--- src/rtl/eghb_pkg.sv ---
// Package for the encoder / gyro heading blend unit.
// Holds field widths, turn and blend constants, mode and register codes,
// the pipeline tag type and the divide-by-1000 helper. No dependencies.
package eghb_pkg;

    localparam int ENC_W      = 32;
    localparam int GYRO_W     = 20;
    localparam int WGT_W      = 10;
    localparam int REM_W      = 11;
    localparam int GD_W       = 19;
    localparam int DIFF_W     = 22;
    localparam int SUM_W      = 36;
    localparam int CFG_IDX_W  = 1;
    localparam int CFG_DATA_W = 10;
    localparam int MODE_W     = 2;

    // Seven working stages plus the result register.
    localparam int PIPE_STAGES = 7;
    localparam int PIPE_DEPTH  = PIPE_STAGES + 1;

    // Configuration register indexes.
    localparam logic [CFG_IDX_W-1:0] REG_GYRO_NEGATE = 1'b0;
    localparam logic [CFG_IDX_W-1:0] REG_GYRO_WEIGHT = 1'b1;

    // Per-item update modes.
    localparam logic [MODE_W-1:0] MODE_FIRST = 2'd0;   // latch references only
    localparam logic [MODE_W-1:0] MODE_ENC   = 2'd1;   // encoder delta only
    localparam logic [MODE_W-1:0] MODE_BLEND = 2'd2;   // weighted blend

    // Permille blend scale, also the largest legal weight.
    localparam logic [WGT_W-1:0] BLEND_SCALE = 10'd1000;

    // Turn constants in millidegrees and the wrap thresholds.
    localparam logic signed [DIFF_W-1:0] HALF_TURN = 22'sd180000;
    localparam logic signed [DIFF_W-1:0] FULL_TURN = 22'sd360000;
    localparam logic signed [DIFF_W-1:0] TURNS_2   = FULL_TURN + FULL_TURN;
    localparam logic signed [DIFF_W-1:0] TURNS_3   = TURNS_2 + FULL_TURN;
    localparam logic signed [DIFF_W-1:0] TURN_LIM2 = HALF_TURN + FULL_TURN;
    localparam logic signed [DIFF_W-1:0] TURN_LIM3 = TURN_LIM2 + FULL_TURN;

    // Bias that makes (gyro delta - encoder delta) non-negative; a multiple of 1000.
    localparam logic [32:0] DH_OFFSET = 33'd2147664000;
    localparam logic [22:0] DH_BIAS   = 23'(DH_OFFSET / 1000);

    // floor(x / 125) = (x * RECIP_125) >> RECIP_SHIFT for any x below 2^30.
    localparam logic [30:0] RECIP_125   = 31'd1099511628;
    localparam int          RECIP_SHIFT = 37;

    typedef struct packed {
        logic [MODE_W-1:0]       mode;
        logic                    trk;
        logic signed [ENC_W-1:0] enc_delta;
    } tag_t;

    // Floor division of an unsigned 33-bit value by 1000: drop 3 bits, then /125.
    function automatic logic [23:0] div_1000(input logic [32:0] x);
        logic [60:0] prod;
        prod = 61'(x[32:3]) * 61'(RECIP_125);
        return prod[60:RECIP_SHIFT];
    endfunction

endpackage

--- src/rtl/encoder_gyro_heading_blend_unit.sv ---
// Top level of the encoder / gyro heading blend unit.
// Depends on eghb_pkg for widths, constants, codes and the tag type.
//
// Fuses an encoder heading and a gyro heading (millidegrees) into one 32-bit
// wrapping heading. Every accepted item gives exactly one result item. The
// unit takes one item per clock when the result side keeps up, and up to 8
// items are in flight. The pipeline depth comes from the registered
// reciprocal multiplies that divide the blend by 1000 and from the weight
// multiply; the carried remainder and the heading accumulator are resolved
// in the last stage, so items may follow each other without gaps. The first
// item after reset only latches references. Write configuration only while
// no item is in flight.
module encoder_gyro_heading_blend_unit (
    input  logic                                 aclk,
    input  logic                                 aresetn,
    input  logic                                 s_valid,
    output logic                                 s_ready,
    input  logic signed [eghb_pkg::ENC_W-1:0]    s_encoder_heading,
    input  logic signed [eghb_pkg::GYRO_W-1:0]   s_gyro_heading_raw,
    input  logic                                 s_gyro_ok,
    output logic                                 m_valid,
    input  logic                                 m_ready,
    output logic signed [eghb_pkg::ENC_W-1:0]    m_heading,
    output logic                                 m_tracking_gyro,
    input  logic                                 cfg_wr_en,
    input  logic [eghb_pkg::CFG_IDX_W-1:0]       cfg_index,
    input  logic [eghb_pkg::CFG_DATA_W-1:0]      cfg_data
);
    import eghb_pkg::*;

    // Configuration.
    logic                     negate_reg;
    logic [WGT_W-1:0]         weight_reg;

    // Item-to-item state updated at accept.
    logic                     started_reg;
    logic                     tracking_reg;
    logic signed [ENC_W-1:0]  prev_enc_reg;
    logic signed [GYRO_W-1:0] prev_gyro_reg;

    // State resolved in the last stage.
    logic [ENC_W-1:0]         fused_reg;
    logic signed [REM_W-1:0]  carry_reg;

    // Pipeline control: ready per stage, index PIPE_DEPTH is the result register.
    logic [PIPE_STAGES:1]     vld_reg;
    logic [PIPE_DEPTH:1]      rdy;
    tag_t                     tag_reg [1:PIPE_STAGES];

    // Stage data.
    logic signed [GD_W-1:0]   gd1_reg;
    logic [32:0]              v2_reg;
    logic [23:0]              q3_reg;
    logic [9:0]               lo3_reg;
    logic [9:0]               dl4_reg;
    logic signed [22:0]       dh4_reg;
    logic signed [33:0]       pa5_reg;
    logic [19:0]              pb5_reg;
    logic signed [33:0]       pa6_reg;
    logic [9:0]               pblo6_reg;
    logic [9:0]               pbq6_reg;
    logic signed [SUM_W-1:0]  s7_reg;
    logic [9:0]               pr7_reg;

    // Result register.
    logic                     m_valid_reg;
    logic signed [ENC_W-1:0]  m_heading_reg;
    logic                     m_trk_reg;

    // Accept-side logic.
    logic                     s_acc;
    logic signed [GYRO_W-1:0] gyro_corr;
    logic signed [DIFF_W-1:0] gyro_diff;
    logic signed [DIFF_W-1:0] gyro_wrap;
    tag_t                     tag_in;

    // Last-stage logic.
    logic signed [11:0]       rsum;
    logic signed [1:0]        adj;
    logic [9:0]               rfix;
    logic signed [SUM_W-1:0]  qfl;
    logic signed [SUM_W-1:0]  quo;
    logic signed [REM_W-1:0]  rem;
    logic [ENC_W-1:0]         fused_next;
    logic signed [REM_W-1:0]  carry_next;

    // ------------------------------------------------------------------
    // Handshake: a stage takes new content when it is empty or drains.
    // ------------------------------------------------------------------
    always_comb begin
        rdy[PIPE_DEPTH] = !m_valid_reg || m_ready;
        for (int k = PIPE_STAGES; k >= 1; k--) begin
            rdy[k] = !vld_reg[k] || rdy[k+1];
        end
    end

    assign s_ready = rdy[1];
    assign s_acc   = s_valid && s_ready;

    // ------------------------------------------------------------------
    // Configuration writes; clamp the weight to full scale.
    // ------------------------------------------------------------------
    always_ff @(posedge aclk) begin
        if (!aresetn) begin
            negate_reg <= 1'b0;
            weight_reg <= '0;
        end else if (cfg_wr_en) begin
            case (cfg_index)
                REG_GYRO_NEGATE: negate_reg <= cfg_data[0];
                REG_GYRO_WEIGHT: weight_reg <= (cfg_data > BLEND_SCALE) ? BLEND_SCALE
                                                                         : cfg_data;
                default: ;
            endcase
        end
    end

    // ------------------------------------------------------------------
    // Accept: sign-correct the gyro, wrap its delta into half a turn,
    // take the encoder delta and pick the update mode.
    // ------------------------------------------------------------------
    always_comb begin
        // Negation wraps within the gyro field width.
        gyro_corr = negate_reg ? -s_gyro_heading_raw : s_gyro_heading_raw;
        gyro_diff = DIFF_W'(gyro_corr) - DIFF_W'(prev_gyro_reg);

        // At most three full-turn corrections cover every gyro bit pattern.
        if (gyro_diff > TURN_LIM3) begin
            gyro_wrap = gyro_diff - TURNS_3;
        end else if (gyro_diff > TURN_LIM2) begin
            gyro_wrap = gyro_diff - TURNS_2;
        end else if (gyro_diff > HALF_TURN) begin
            gyro_wrap = gyro_diff - FULL_TURN;
        end else if (gyro_diff < -TURN_LIM3) begin
            gyro_wrap = gyro_diff + TURNS_3;
        end else if (gyro_diff < -TURN_LIM2) begin
            gyro_wrap = gyro_diff + TURNS_2;
        end else if (gyro_diff < -HALF_TURN) begin
            gyro_wrap = gyro_diff + FULL_TURN;
        end else begin
            gyro_wrap = gyro_diff;
        end

        tag_in.enc_delta = s_encoder_heading - prev_enc_reg;
        // Tracking after this item always follows gyro_ok.
        tag_in.trk       = s_gyro_ok;
        if (!started_reg) begin
            tag_in.mode = MODE_FIRST;
        end else if (!s_gyro_ok || !tracking_reg) begin
            // Gyro lost, or just regained: encoder only.
            tag_in.mode = MODE_ENC;
        end else begin
            tag_in.mode = MODE_BLEND;
        end
    end

    always_ff @(posedge aclk) begin
        if (!aresetn) begin
            started_reg  <= 1'b0;
            tracking_reg <= 1'b0;
        end else if (s_acc) begin
            started_reg  <= 1'b1;
            tracking_reg <= s_gyro_ok;
        end
    end

    // Re-latch the gyro reference on the first item and whenever it is valid.
    always_ff @(posedge aclk) begin
        if (s_acc) begin
            prev_enc_reg <= s_encoder_heading;
            if (!started_reg || s_gyro_ok) begin
                prev_gyro_reg <= gyro_corr;
            end
        end
    end

    // ------------------------------------------------------------------
    // Valid bits and tags ride along the stages.
    // ------------------------------------------------------------------
    always_ff @(posedge aclk) begin
        if (!aresetn) begin
            vld_reg <= '0;
        end else begin
            if (rdy[1]) begin
                vld_reg[1] <= s_valid;
            end
            for (int k = 2; k <= PIPE_STAGES; k++) begin
                if (rdy[k]) begin
                    vld_reg[k] <= vld_reg[k-1];
                end
            end
        end
    end

    always_ff @(posedge aclk) begin
        if (rdy[1]) begin
            tag_reg[1] <= tag_in;
        end
        for (int k = 2; k <= PIPE_STAGES; k++) begin
            if (rdy[k]) begin
                tag_reg[k] <= tag_reg[k-1];
            end
        end
    end

    // ------------------------------------------------------------------
    // Blend arithmetic. The blend numerator is rewritten as
    //   1000*e + w*(g - e) + carry,
    // and w*(g - e) is split as 1000*Pq + Pr with 0 <= Pr < 1000.
    // ------------------------------------------------------------------
    always_ff @(posedge aclk) begin
        // Stage 1: wrapped gyro delta.
        if (rdy[1]) begin
            gd1_reg <= GD_W'(gyro_wrap);
        end
        // Stage 2: biased difference d = g - e, always non-negative.
        if (rdy[2]) begin
            v2_reg <= 33'(34'(gd1_reg) - 34'(tag_reg[1].enc_delta) + 34'(DH_OFFSET));
        end
        // Stage 3: d / 1000 by reciprocal multiply.
        if (rdy[3]) begin
            q3_reg  <= div_1000(v2_reg);
            lo3_reg <= v2_reg[9:0];
        end
        // Stage 4: floor quotient and remainder of d.
        if (rdy[4]) begin
            dl4_reg <= lo3_reg - 10'(q3_reg[9:0] * BLEND_SCALE);
            dh4_reg <= 23'($signed({1'b0, q3_reg}) - $signed({2'b00, DH_BIAS}));
        end
        // Stage 5: weight products.
        if (rdy[5]) begin
            pa5_reg <= 34'(dh4_reg) * 34'($signed({1'b0, weight_reg}));
            pb5_reg <= 20'(dl4_reg) * 20'(weight_reg);
        end
        // Stage 6: split the low product by 1000.
        if (rdy[6]) begin
            pa6_reg   <= pa5_reg;
            pblo6_reg <= pb5_reg[9:0];
            pbq6_reg  <= 10'(div_1000(33'(pb5_reg)));
        end
        // Stage 7: quotient base e + Pq and remainder Pr.
        if (rdy[7]) begin
            s7_reg  <= SUM_W'(pa6_reg) + SUM_W'(tag_reg[6].enc_delta) + SUM_W'(pbq6_reg);
            pr7_reg <= pblo6_reg - 10'(pbq6_reg * BLEND_SCALE);
        end
    end

    // ------------------------------------------------------------------
    // Last stage: fold in the carried remainder, turn the floor quotient
    // into a truncating one and advance the heading.
    // ------------------------------------------------------------------
    always_comb begin
        rsum = $signed({2'b00, pr7_reg}) + 12'(carry_reg);
        if (rsum < 0) begin
            adj  = -2'sd1;
            rfix = 10'(rsum + 12'sd1000);
        end else if (rsum >= 12'sd1000) begin
            adj  = 2'sd1;
            rfix = 10'(rsum - 12'sd1000);
        end else begin
            adj  = 2'sd0;
            rfix = rsum[9:0];
        end

        qfl = s7_reg + SUM_W'(adj);
        // Negative with a remainder: round toward zero.
        if (qfl < 0 && rfix != '0) begin
            quo = qfl + 36'sd1;
            rem = $signed({1'b0, rfix}) - 11'sd1000;
        end else begin
            quo = qfl;
            rem = $signed({1'b0, rfix});
        end

        case (tag_reg[PIPE_STAGES].mode)
            MODE_BLEND: begin
                fused_next = fused_reg + quo[ENC_W-1:0];
                carry_next = rem;
            end
            MODE_ENC: begin
                // Keep the carry while the gyro is out.
                fused_next = fused_reg + tag_reg[PIPE_STAGES].enc_delta;
                carry_next = carry_reg;
            end
            default: begin
                fused_next = fused_reg;
                carry_next = carry_reg;
            end
        endcase
    end

    always_ff @(posedge aclk) begin
        if (!aresetn) begin
            fused_reg   <= '0;
            carry_reg   <= '0;
            m_valid_reg <= 1'b0;
        end else if (rdy[PIPE_DEPTH]) begin
            m_valid_reg <= vld_reg[PIPE_STAGES];
            if (vld_reg[PIPE_STAGES]) begin
                fused_reg <= fused_next;
                carry_reg <= carry_next;
            end
        end
    end

    always_ff @(posedge aclk) begin
        if (rdy[PIPE_DEPTH] && vld_reg[PIPE_STAGES]) begin
            m_heading_reg <= fused_next;
            m_trk_reg     <= tag_reg[PIPE_STAGES].trk;
        end
    end

    assign m_valid         = m_valid_reg;
    assign m_heading       = m_heading_reg;
    assign m_tracking_gyro = m_trk_reg;

endmodule

--- config.mk ---
export PLATFORM = sky130hd
export DESIGN_NAME = encoder_gyro_heading_blend_unit
export DESIGN_NICKNAME = d
export VERILOG_FILES = /design/src/rtl/eghb_pkg.sv /design/src/rtl/encoder_gyro_heading_blend_unit.sv
export SDC_FILE = /design/constraint.sdc
export NUM_CORES = 2
export LEC_CHECK = 0
export ABC_AREA = 1
export BUFFER_PORTS_ARGS = -buffer_cell sky130_fd_sc_hd__buf_2
export CORE_AREA = 10 10 425 427
export CTS_BUF_LIST = sky130_fd_sc_hd__clkbuf_4
export CTS_CLUSTER_DIAMETER = 100
export CTS_CLUSTER_SIZE = 30
export DETAILED_ROUTE_END_ITERATION = 7
export DIE_AREA = 0 0 435 437
export GPL_TIMING_DRIVEN = 0
export HOLD_SLACK_MARGIN = 0.02
export PLACE_DENSITY = 0.55
export SLEW_MARGIN = 20
export SYNTH_ARGS = -nofsm -noshare
export SYNTH_HDL_FRONTEND = slang
export SYNTH_SLANG_ARGS = --single-unit
export TNS_END_PERCENT = 30
--- constraint.sdc ---
create_clock -name aclk -period 17.54 [get_ports aclk]
set_input_delay 0.877 -clock aclk [delete_from_list [all_inputs] [get_ports aclk]]
set_output_delay 0.877 -clock aclk [all_outputs]
set_load 0.005 [all_outputs]
== After elaboration in Yosys (flattened, before gate mapping) ==
Memories as Yosys holds them, arrays and structs flattened.
Cells that the tools add are included.

* Flip-flop bits (word level): 421
* Memory bits (writable): 245
* Bits of input ports: 69
* Output and inout bits: 35
* Logic and storage cells: 136
* Memories kept: 1

* $add $sub $neg: 24
* Multipliers: 6
* $lt $le $gt $ge: 10
* Equal/unequal tests: 2
* Mux-type cells: 31
* Bitwise operators: 1
* Reductions and logical operators: 30

{| class="wikitable"
|+ Memories
! memory !! words !! bits a word !! rd ports !! clocked after memory_dff !! wr ports !! RTL line !! RTL
|-
| tag_reg || 7 || 35 || 7 || 0 || 7 || encoder_gyro_heading_blend_unit.sv:48 || <nowiki>tag_t tag_reg [1:PIPE_STAGES];</nowiki>
|}

{| class="wikitable"
|+ Operator list
! kind !! number
|-
| 19-bit two-way mux || 6
|-
| 32-bit adder || 2
|-
| 32-bit case mux with 2 select lines || 1
|-
| 30-bit by 29-bit multiplier with 58-bit output (second input constant) || 1
|-
| 17-bit by 29-bit multiplier with 45-bit output (second input constant) || 1
|-
| 21-bit greater-than comparator (second input constant) || 2
|-
| 21-bit less-than comparator (second input constant) || 2
|-
| 19-bit adder (second input constant) || 2
|-
| 19-bit subtractor (second input constant) || 2
|-
| 35-bit by 11-bit adder with 36-bit output || 1
|-
| 36-bit by 2-bit adder with 36-bit output || 1
|-
| 36-bit by 1-bit less-than comparator with 1-bit output (second input constant) || 1
|-
| 34-bit by 32-bit adder with 35-bit output || 1
|-
| 23-bit by 11-bit multiplier with 34-bit output || 1
|-
| 33-bit adder (second input constant) || 1
|-
| 19-bit by 32-bit subtractor with 33-bit output || 1
|-
| 32-bit by 2-bit adder with 32-bit output (second input constant) || 1
|-
| 32-bit two-way mux || 1
|-
| 32-bit subtractor || 1
|-
| 10-bit two-way mux || 3
|-
| 23-bit by 22-bit subtractor with 23-bit output (second input constant) || 1
|-
| 21-bit by 19-bit greater-than comparator with 1-bit output (second input constant) || 1
|-
| 21-bit by 19-bit less-than comparator with 1-bit output (second input constant) || 1
|-
| 20-bit by 20-bit subtractor with 21-bit output || 1
|-
| 26 further kinds || 68
|}

== Longest topological paths before layout ==
* Word-level depth: 11
* Depth in mapped cells: 50
* Depth with buffers taken out: 48

== Worst setup path before layout ==
No wires, ideal clock.

* Path kind: input to register
* Start point: in m_ready
* End point: reg prev_gyro_reg[0] (enable)
* Setup time: 425 ps
* Arrival time: 14269 ps
* Data required time: 17115 ps
* Setup slack: 2846 ps
* Cell stages on the path: 18
* Buffers on the path: 0
* Cell sequence: nor2_1 -> inv_1 -> nor2_1 -> inv_1 -> nor2_1 -> inv_1 -> nor2_1 -> inv_1 -> nor2_1 -> inv_1 -> nor2_1 -> inv_1 -> nor2_1 -> inv_1 -> nor2_1 -> nor2_1 -> inv_1 -> o21ai_0

* Word-level cells in the longest chain between the ends: 10

{| class="wikitable"
|+ Ends and longest elaborated chain
! element !! RTL line !! RTL
|-
| start: declaration || encoder_gyro_heading_blend_unit.sv:22 || <nowiki>input logic m_ready,</nowiki>
|-
| 1-bit logical OR || encoder_gyro_heading_blend_unit.sv:91 || <nowiki>rdy[PIPE_DEPTH] = !m_valid_reg || m_ready;</nowiki>
|-
| 1-bit logical OR || encoder_gyro_heading_blend_unit.sv:93 || <nowiki>rdy[k] = !vld_reg[k] || rdy[k+1];</nowiki>
|-
| named net rdy (one bit) || encoder_gyro_heading_blend_unit.sv:47 || <nowiki>logic [PIPE_DEPTH:1] rdy;</nowiki>
|-
| 1-bit logical OR || encoder_gyro_heading_blend_unit.sv:93 ||
|-
| named net rdy (one bit) || encoder_gyro_heading_blend_unit.sv:47 ||
|-
| 1-bit logical OR || encoder_gyro_heading_blend_unit.sv:93 ||
|-
| named net rdy (one bit) || encoder_gyro_heading_blend_unit.sv:47 ||
|-
| 1-bit logical OR || encoder_gyro_heading_blend_unit.sv:93 ||
|-
| named net rdy (one bit) || encoder_gyro_heading_blend_unit.sv:47 ||
|-
| 1-bit logical OR || encoder_gyro_heading_blend_unit.sv:93 ||
|-
| named net rdy (one bit) || encoder_gyro_heading_blend_unit.sv:47 ||
|-
| 1-bit logical OR || encoder_gyro_heading_blend_unit.sv:93 ||
|-
| named net rdy (one bit) || encoder_gyro_heading_blend_unit.sv:47 ||
|-
| 1-bit logical OR || encoder_gyro_heading_blend_unit.sv:93 ||
|-
| 1-bit logical AND || encoder_gyro_heading_blend_unit.sv:98 || <nowiki>assign s_acc = s_valid && s_ready;</nowiki>
|-
| named net s_acc || encoder_gyro_heading_blend_unit.sv:71 || <nowiki>logic s_acc;</nowiki>
|-
| 2-bit AND reduction (no line) || - ||
|-
| end signal: assignment || encoder_gyro_heading_blend_unit.sv:171 || <nowiki>prev_gyro_reg <= gyro_corr;</nowiki>
|-
| end: declaration || encoder_gyro_heading_blend_unit.sv:39 || <nowiki>logic signed [GYRO_W-1:0] prev_gyro_reg;</nowiki>
|}

The timed path passes the listed nets, and every way through them passes these cells.
A chain may end at the register's enable or synchronous reset.

== Final worst setup path ==
* Start point: reg pr7_reg[2]
* End point: reg fused_reg[23]

* Word-level cells in the longest chain between the ends: 10
* Elaborated cells between the ends (all ways): 17
* Classes of those cells: add/sub: 6; order compare: 3; mux: 6; reduce/logical: 2

{| class="wikitable"
|+ Ends and longest elaborated chain
! element !! RTL line !! RTL
|-
| start: declaration || encoder_gyro_heading_blend_unit.sv:63 || <nowiki>logic [9:0] pr7_reg;</nowiki>
|-
| start signal: assignment || encoder_gyro_heading_blend_unit.sv:243 || <nowiki>pr7_reg <= pblo6_reg - 10'(pbq6_reg * BLEND_SCALE);</nowiki>
|-
| 11-bit by 11-bit adder with 12-bit output * || encoder_gyro_heading_blend_unit.sv:252 || <nowiki>rsum = $signed({2'b00, pr7_reg}) + 12'(carry_reg);</nowiki>
|-
| 12-bit by 11-bit >= comparator with 1-bit output || encoder_gyro_heading_blend_unit.sv:256 || <nowiki>end else if (rsum >= 12'sd1000) begin</nowiki>
|-
| 1-bit two-way mux || encoder_gyro_heading_blend_unit.sv:256 ||
|-
| 2-bit two-way mux || encoder_gyro_heading_blend_unit.sv:253 || <nowiki>if (rsum < 0) begin</nowiki>
|-
| 36-bit by 2-bit adder with 36-bit output || encoder_gyro_heading_blend_unit.sv:264 || <nowiki>qfl = s7_reg + SUM_W'(adj);</nowiki>
|-
| 36-bit by 1-bit less-than comparator with 1-bit output || encoder_gyro_heading_blend_unit.sv:266 || <nowiki>if (qfl < 0 && rfix != '0) begin</nowiki>
|-
| 1-bit logical AND || encoder_gyro_heading_blend_unit.sv:266 ||
|-
| 32-bit two-way mux * || encoder_gyro_heading_blend_unit.sv:266 ||
|-
| 32-bit adder * || encoder_gyro_heading_blend_unit.sv:276 || <nowiki>fused_next = fused_reg + quo[ENC_W-1:0];</nowiki>
|-
| 32-bit case mux with 2 select lines * || encoder_gyro_heading_blend_unit.sv:274 || <nowiki>case (tag_reg[PIPE_STAGES].mode)</nowiki>
|-
| named net fused_next[23] || encoder_gyro_heading_blend_unit.sv:84 || <nowiki>logic [ENC_W-1:0] fused_next;</nowiki>
|-
| end signal: assignment || encoder_gyro_heading_blend_unit.sv:299 || <nowiki>fused_reg <= fused_next;</nowiki>
|-
| end: declaration || encoder_gyro_heading_blend_unit.sv:42 || <nowiki>logic [ENC_W-1:0] fused_reg;</nowiki>
|}

Mark *: on every way through the listed nets, which the timed path passes. The rest lies on a longest branch.

==> results.tsv <==
stage	metric	value	unit
outcome	status	finished clean	
cells_and_area	layout_common_cells	1679 x inv_1, 1198 x nand2_1, 977 x ha_1	
setup_path	slowest_stage	edfxtp_1	
run	maxCapViolations	0	
synth	yosys.area.top_type_share	0.2639	
place	place_congestion	0.9494	
synth	ys_ff_latch	666	
routing	vias	48590	
global_route	grt_pass1_vias	49710	
cells_and_area	fin_util	0.4274	
synth	seq_area_frac_synth	0.2826	
routing	vias_per_cell	4.914	
sta	finalCriticalPeriod	8129	ps
clocking	cts_buffers	31	
setup_path	critical_path_arrival	9150	ps
floorplanning	pin_count	104	
setup_path	path_max_fanout	32	
synth	synth_top_area_cell	edfxtp_1	
clocking	cts-root-buf	clkbuf_4	
global_route	grt_pass1_wl	275.9	mm
cells_and_area	nets	9293	
place	dp_hpwl	144.8	mm
synth	ys.warnings.count	0	
cells_and_area	area_delta_synth_final	6.911	%
place	pre_cts_ws	8915	ps
cells_and_area	drive_gt1_frac	0.03788	
setup_path	slowest_delay	470	ps
sta	fmax	123.0	MHz
floorplanning	rows	152	
sta	period_share	0.4635	
synth	synth_cell_types	69	
floorplanning	fp.dieArea	190100	um2
clocking	cts-resized-gates	0	
sta	rsz0062_at_grt	no	
routing	drc_errors	0	
clocking	clock_latency	1070	ps
cells_and_area	largest_reg_flops	245	
synth	syn_inst	7361	
setup_path	cp_common_cell	nand2_1	
setup_path	cpLargestDelayFamily	simple AND/OR/NAND/NOR gates	
sta	fin_ws	9411	ps
synth	synthesis.area	68510	um2
clocking	post_cts_buffers	0	
routing	avgRoutedWirePerCell	17.52	um
clocking	cts_num_sinks	666	
place	place_inst	9784	
routing	wirelength	173.3	mm
clocking	cts_tree	built	
routing	first_pass_iters	7	
clocking	clock_path_buffers	3	
synth	synth_edf_count	602	
setup_path	crit_type	reg2reg	
synth	synthArstFlopShare	0	
cells_and_area	finish.instance_area	73240	um2
routing	drtIter0Drc	2938	
setup_path	start_kind	register	
sta	finalHoldViolations	0	
global_route	grt_start_max_net_pins	70	
synth	synth_flop_cell	edfxtp_1	
sta	clock_skew	103.2	ps
global_route	antenna_found_initial	10	
floorplanning	coreArea	171400	um2
synth	synth_area_per_cell	9.307	um2
hold_path	hold_class	in2reg	
synth	synth_fp_nets	9102	
setup_path	worst_setup_path_end_kind	register	
cells_and_area	instances_no_fill	9889	
global_route	track_usage	0.1801	
floorplanning	initial_utilization	0.3998	
global_route	overflow	0	
synth	synth_area_leaders	edfxtp_1 26%, fa_1 20%, ha_1 18%, inv_1 9.2%, nand2_1 6.6%	
floorplanning	fp.dieW	435	um
sta	tightest_slew	1069	ps
place	place_area	72200	um2
clocking	clk_pin_slew	280	ps
cells_and_area	final_common_cell	inv_1	
setup_path	required	18560	ps
sta	finalSetupViolations	0	
sta	maxSlewHeadroom	0.2872	
cells_and_area	num-fill-cells	16840	
floorplanning	die_h	437	um
sta	maxSlewViolCount	0	
clocking	htreeDepth	1	
setup_path	path_buf_inv	5	
place	port_buffers	103	
routing	antenna_left	0	
-- routing by layer --
| layer | GRT usage | vias up | part of all wire |
|---|---|---|---|
| met2 | 0.3165 | 815 | 0.49 |
| met3 | 0.01577 | 192 | 0.032 |
| li1 | - | 23920 | - |
| met5 | 0 | - | 0.00021 |
| met1 | 0.2409 | 23670 | 0.45 |
| met4 | 0.03910 | 6 | 0.024 |
-- kinds of logic (layout without fill, tap and decap cells) --
logic type | count (synthesis) | count (layout) | share of synthesized area
AND/OR/NAND/NOR | 1955 | 1955 | 0.1183
buffers and inverters | 1818 | 2034 | 0.1003
AO/OA/AOI/OAI | 932 | 932 | 0.07563
flip-flops | 666 | 666 | 0.2826
XOR/XNOR | 318 | 318 | 0.04164
other | 0 | 2 | 0
adder cells (fa/ha/maj) | 1672 | 1672 | 0.3815
-- Yosys cell counts, types with 13 or more instances --
library cell / n
nand2_1: 1198
fa_1: 695
o21ai_0: 239
a21oi_1: 462
a21o_1: 13
a21boi_0: 18
o21ai_1: 32
nand4_1: 51
ha_1: 977
dfxtp_1: 64
nor3_1: 72
o211ai_1: 15
nand2_2: 14
xnor2_1: 105
a31oi_1: 40
nor2_1: 344
xor2_1: 207
clkbuf_1: 83
or2_2: 30
nor4_1: 17
nand3_1: 200
inv_1: 1686
o31ai_1: 15
edfxtp_1: 602
o21bai_1: 21
o21a_1: 24
buf_1: 20
-- repair_timing --
action,CTS,global route
setup endpoints to repair,0,0
endpoints found under the hold margin,42,0
hold buffers,44,0
-- worst min-delay path, cell delays in order --
cell,delay (ps)
buf_2,80
inv_1,100
a21oi_1,150
-- layout make-up --
| cell class | instances | area [um2] | area share |
|---|---|---|---|
| antenna | 2 | 5.005 | 0.00006833 |
| sequential | 666 | 19360 | 0.2643 |
| buffer | 117 | 489.2 | 0.006679 |
| timing repair buffer | 158 | 1221 | 0.01667 |
| clock inverter | 15 | 251.5 | 0.003434 |
| inverter | 1701 | 6410 | 0.08751 |
| tap | 2310 | 2890 | 0.03946 |
| clock buffer | 43 | 322.8 | 0.004407 |
| multi-input combinational | 4877 | 42300 | 0.5775 |
-- stage by stage --
step                hold slack, ps  setup TNS, ps
detailed placement           404.5              0
floorplan                    400.3              0
finish                       156.9              0
CTS                          22.31              0
global placement             400.7        -157540
global route                 50.42              0
-- path summary, 6_finish.rpt --
path | from | end | slack (ps) | depth (start not counted)
min | cfg_data[7] | weight_reg[7] | 160 | 3
max reg2reg | pr7_reg[2] | fused_reg[23] | 9410 | 47
max | pr7_reg[2] | fused_reg[23] | 9410 | 47
min reg2reg | tag_reg[1][63] | tag_reg[1][98] | 390 | 0
Power is left out: the tool's default activity adds up to more than one toggle a clock period on the data nets, which glitch-free logic cannot reach.
